### src/hdl/mt3_pkg.sv
// Package for the 3x3 mirror tile reader: sizes, codes and channel word types.
// Used by the channel interfaces, the fold unit, the store and the top level.
package mt3_pkg;

  localparam int MAX_ROWS = 64;
  localparam int MAX_COLS = 64;
  localparam int DEPTH    = MAX_ROWS * MAX_COLS;
  localparam int ADDR_W   = (DEPTH > 1) ? $clog2(DEPTH) : 1;

  // Configuration registers are 7 bits; index fields are 8 bits.
  localparam int DIM_W    = 7;
  localparam int IDX_W    = 8;
  // Working width of the fold arithmetic: holds 3 * dimension and MAX_ROWS/MAX_COLS.
  localparam int FOLD_W   = 12;
  localparam int DATA_W   = 64;

  localparam logic CFG_ROW_COUNT = 1'b0;
  localparam logic CFG_COL_COUNT = 1'b1;

  localparam logic FUNC_WRITE = 1'b0;
  localparam logic FUNC_READ  = 1'b1;

  typedef struct packed {
    logic              func;
    logic [IDX_W-1:0]  row_index;
    logic [IDX_W-1:0]  col_index;
    logic [DATA_W-1:0] data_word;
  } in_word_t;

  typedef struct packed {
    logic [DATA_W-1:0] read_value;
    logic              out_of_range;
  } out_word_t;

endpackage

### src/hdl/mt3_fold.sv
// Fold of one virtual index onto the source by comparison with n, 2n and 3n.
// Depends on mt3_pkg for widths.
module mt3_fold (
  input  logic [mt3_pkg::IDX_W-1:0]  v,
  input  logic [mt3_pkg::DIM_W-1:0]  n,
  output logic                       in_range,
  output logic [mt3_pkg::FOLD_W-1:0] idx
);
  import mt3_pkg::*;

  logic [FOLD_W-1:0] vx;
  logic [FOLD_W-1:0] n1;
  logic [FOLD_W-1:0] n2;
  logic [FOLD_W-1:0] n3;

  assign vx = FOLD_W'(v);
  assign n1 = FOLD_W'(n);
  assign n2 = n1 << 1;
  assign n3 = n2 + n1;

  assign in_range = (vx < n3);

  // Left or upper tile is mirrored, centre is direct, right or lower is mirrored.
  always_comb begin
    if (vx < n1) begin
      idx = n1 - FOLD_W'(1) - vx;
    end else if (vx < n2) begin
      idx = vx - n1;
    end else begin
      idx = n3 - FOLD_W'(1) - vx;
    end
  end
endmodule

### config.mk
export PLATFORM = sky130hd
export DESIGN_NAME = mt3_fold
export DESIGN_NICKNAME = d
export VERILOG_FILES = /design/src/hdl/mt3_pkg.sv /design/src/hdl/mt3_fold.sv
export SDC_FILE = /design/constraint.sdc
export NUM_CORES = 1
export LEC_CHECK = 0
export BUFFER_PORTS_ARGS = -buffer_cell sky130_fd_sc_hd__buf_2
export CORE_MARGIN = 3
export CORE_UTILIZATION = 40
export DETAILED_ROUTE_END_ITERATION = 8
export GPL_TIMING_DRIVEN = 0
export PLACE_DENSITY_LB_ADDON = 0.1
export REMOVE_ABC_BUFFERS = 1
export SLEW_MARGIN = 20
export SYNTH_ARGS = -nofsm -noshare
export SYNTH_HDL_FRONTEND = slang
export SYNTH_SLANG_ARGS = --single-unit
### constraint.sdc
create_clock -name vclk -period 4.06
set_input_delay 0 -clock vclk [all_inputs]
set_output_delay 0 -clock vclk [all_outputs]
set_load 0.01 [all_outputs]
==> reports/qor.yml <==
pwr:
  power.internal_mw: 0.225
  p_seq_share_pct: 0
  power.leakage_nw: 1.09
  comb_power_share_pct: 100.0
  vdd_drop_max_mv: 0.0696
  p_switching_mw: 0.278
  clkPwrFrac_pct: 0
  p_sw_share_pct: 55.3
  powerDensity_mw_per_mm2: 214
run_status:
  status: "finished clean"
min_path:
  hold_class: "input pin to primary output"
  hold_depth: 5
drt:
  firstDrtPassIters: 4
  drt_iter0_drc: 32
  wl_mm: 5.12
  vias_per_cell: 5.27
  postRouteAntennaNets: 0
  vias: 1977
  route.detailed.drc: 0
  wl_per_cell_microns: 13.7
global_routing:
  grt_pass1_vias: 1836
  antenna_found_initial: 0
  overflow: 0
  grt_use_total_pct: 16.8
  grt_pass1_wl_mm: 8.54
  grt_max_degree: 15
cells_and_area:
  final_cell_area_sq_mm: 0.00235
  fill_cells: 567
  design.seq.count: 0
  drive_above_1_share_pct: 12.5
  seqCellArea_sq_um: 0
  nets: 378
  area_growth_pct: 9.87
  diodes: 0
  clkbuf_count: 0
worst_setup_path:
  cp.arrival_ps: 3660
  cp_max_fo: 9
  required_ps: 4060
  endpoint_kind: "primary output"
  startpoint_type: "input pin"
  criticalPathCategory: "input pin to primary output"
sta:
  tightest_slew_ps: 818
  timing.final.crit_share_pct: 90.2
  setup_viol: 0
  clock.fmax_ghz: 0.273
  maxSlewHeadroom_pct: 45.4
  finalHoldViolCount: 0
  drv_slew: 0
  rsz0062_at_grt: "no"
  fin_setup_tns_ps: 0
  finalCriticalPeriod_ps: 3660
floorplanning:
  top_level_ports: 28
  initial_core_util_pct: 41.7
  die_y_microns: 79.2
  dieArea_sq_mm: 0.00627
  num_rows: 26
  die_x_microns: 79.2
  coreArea_sq_mm: 0.00514
logic_synthesis:
  syn_area_per_cell_sq_um: 7.65
  yosys-top-cells-area: "ha_1 30%, xnor2_1 9.8%, a21oi_1 5.1%"
  syn_area_sq_mm: 0.00214
  synth_area_leader_cell: "ha_1"
  synthCells: 280
  yosysSeqAreaShare_pct: 0
  synth_common_cells: "52 x ha_1, 25 x nor2_1, 24 x xnor2_1"
  synth.most_common_cell: "ha_1"
  synth_warnings: 0
  yosysTopAreaCellShare_pct: 30.4
  synth.distinct_cells: 52
placed_design:
  place_congestion: 0.739
  place_area_sq_mm: 0.00235
  port_buffers: 28
  detailed_place_hpwl_mm: 4.51
run:
  cap_violations: 0
clocking:
  cts-hold-fix-buffers: 0
  post-cts-setup-buffer-count: 0
  cts_resized: 0
## metal layers
metal	vias up	track usage, %	wire length (microns)
li1	1056	-	-
met1	907	24.1	2620
met2	14	29.9	2450
met3	0	0	51
met4	0	0	0
met5	-	0	0
## placed cells by master (no fill, tap or decap), drive strengths merged, types with 2 or more instances in the layout
master,instances
o221ai,2
nand2,15
xor2,6
a21oi,23
and2,3
mux2i,5
a211oi,5
inv,22
buf,28
nand4,2
fa,4
a21o,4
or2,4
or3,3
o21ai,20
nor3b,2
a21boi,2
xnor2,25
ha,52
nand2b,9
a31oi,2
nor2b,6
nand3,5
o31a,3
o211ai,3
nor2,25
o21a,11
## critical path: stages
cell and delay, ps:
buf_2 190, ha_1 210, inv_1 60, fa_1 390, and2b_2 250, o22a_1 170, xnor2_2 170, nand2_1 110
nor3b_1 230, xnor2_1 160, ha_1 240, or3_1 330, o221ai_1 340, a21oi_1 120, or3_1 310, a31oi_1 200
buf_2 160
## final cells by class
type / instances / area [sq um] / share of cell area [%]
Inverter: 22 / 82.6 / 3.51
Multi-Input combinational cell: 255 / 2040 / 86.8
Tap cell: 70 / 87.6 / 3.72
Timing Repair Buffer: 28 / 140 / 5.95
## logic make-up after synthesis
group                      share of synthesized area [%]
buffers and inverters                               4.61
adders and majority gates                           34.1
muxes                                               2.34
AOI/OAI and AO/OA                                   26.7
xor gates and xnor gates                            13.0
and+or+nand+nor                                     19.3
## worst paths after layout
| check | slack (ps) | to | from |
|---|---|---|---|
| setup / recovery | 400 | idx[11] | n[0] |
| hold / removal | 480 | idx[0] | v[0] |
## metrics by stage
stage | util [%] | worst slack, ps | std cells | hold WS, ps | power (mW)
floorplan | - | 899 | 277 | 203 | 0.379
global placement | 45.8 | 402 | 375 | 479 | 0.500
detailed placement | 45.8 | 391 | 375 | 484 | 0.505
CTS | 45.8 | 378 | 375 | 488 | 0.507
global route | 45.8 | 19.4 | 375 | 519 | 0.567
finish | 45.8 | 398 | 375 | 484 | 0.503
## power groups by stage
stage / registers, mW / clock network (mW) / logic [mW]
6_report: 0 / 0 / 0.503
5_1_grt: 0 / 0 / 0.567
4_1_cts: 0 / 0 / 0.507
3_5_place_dp: 0 / 0 / 0.505
3_3_place_gp: 0 / 0 / 0.500
2_1_floorplan: 0 / 0 / 0.379
(Power assumes the default switching activity.)
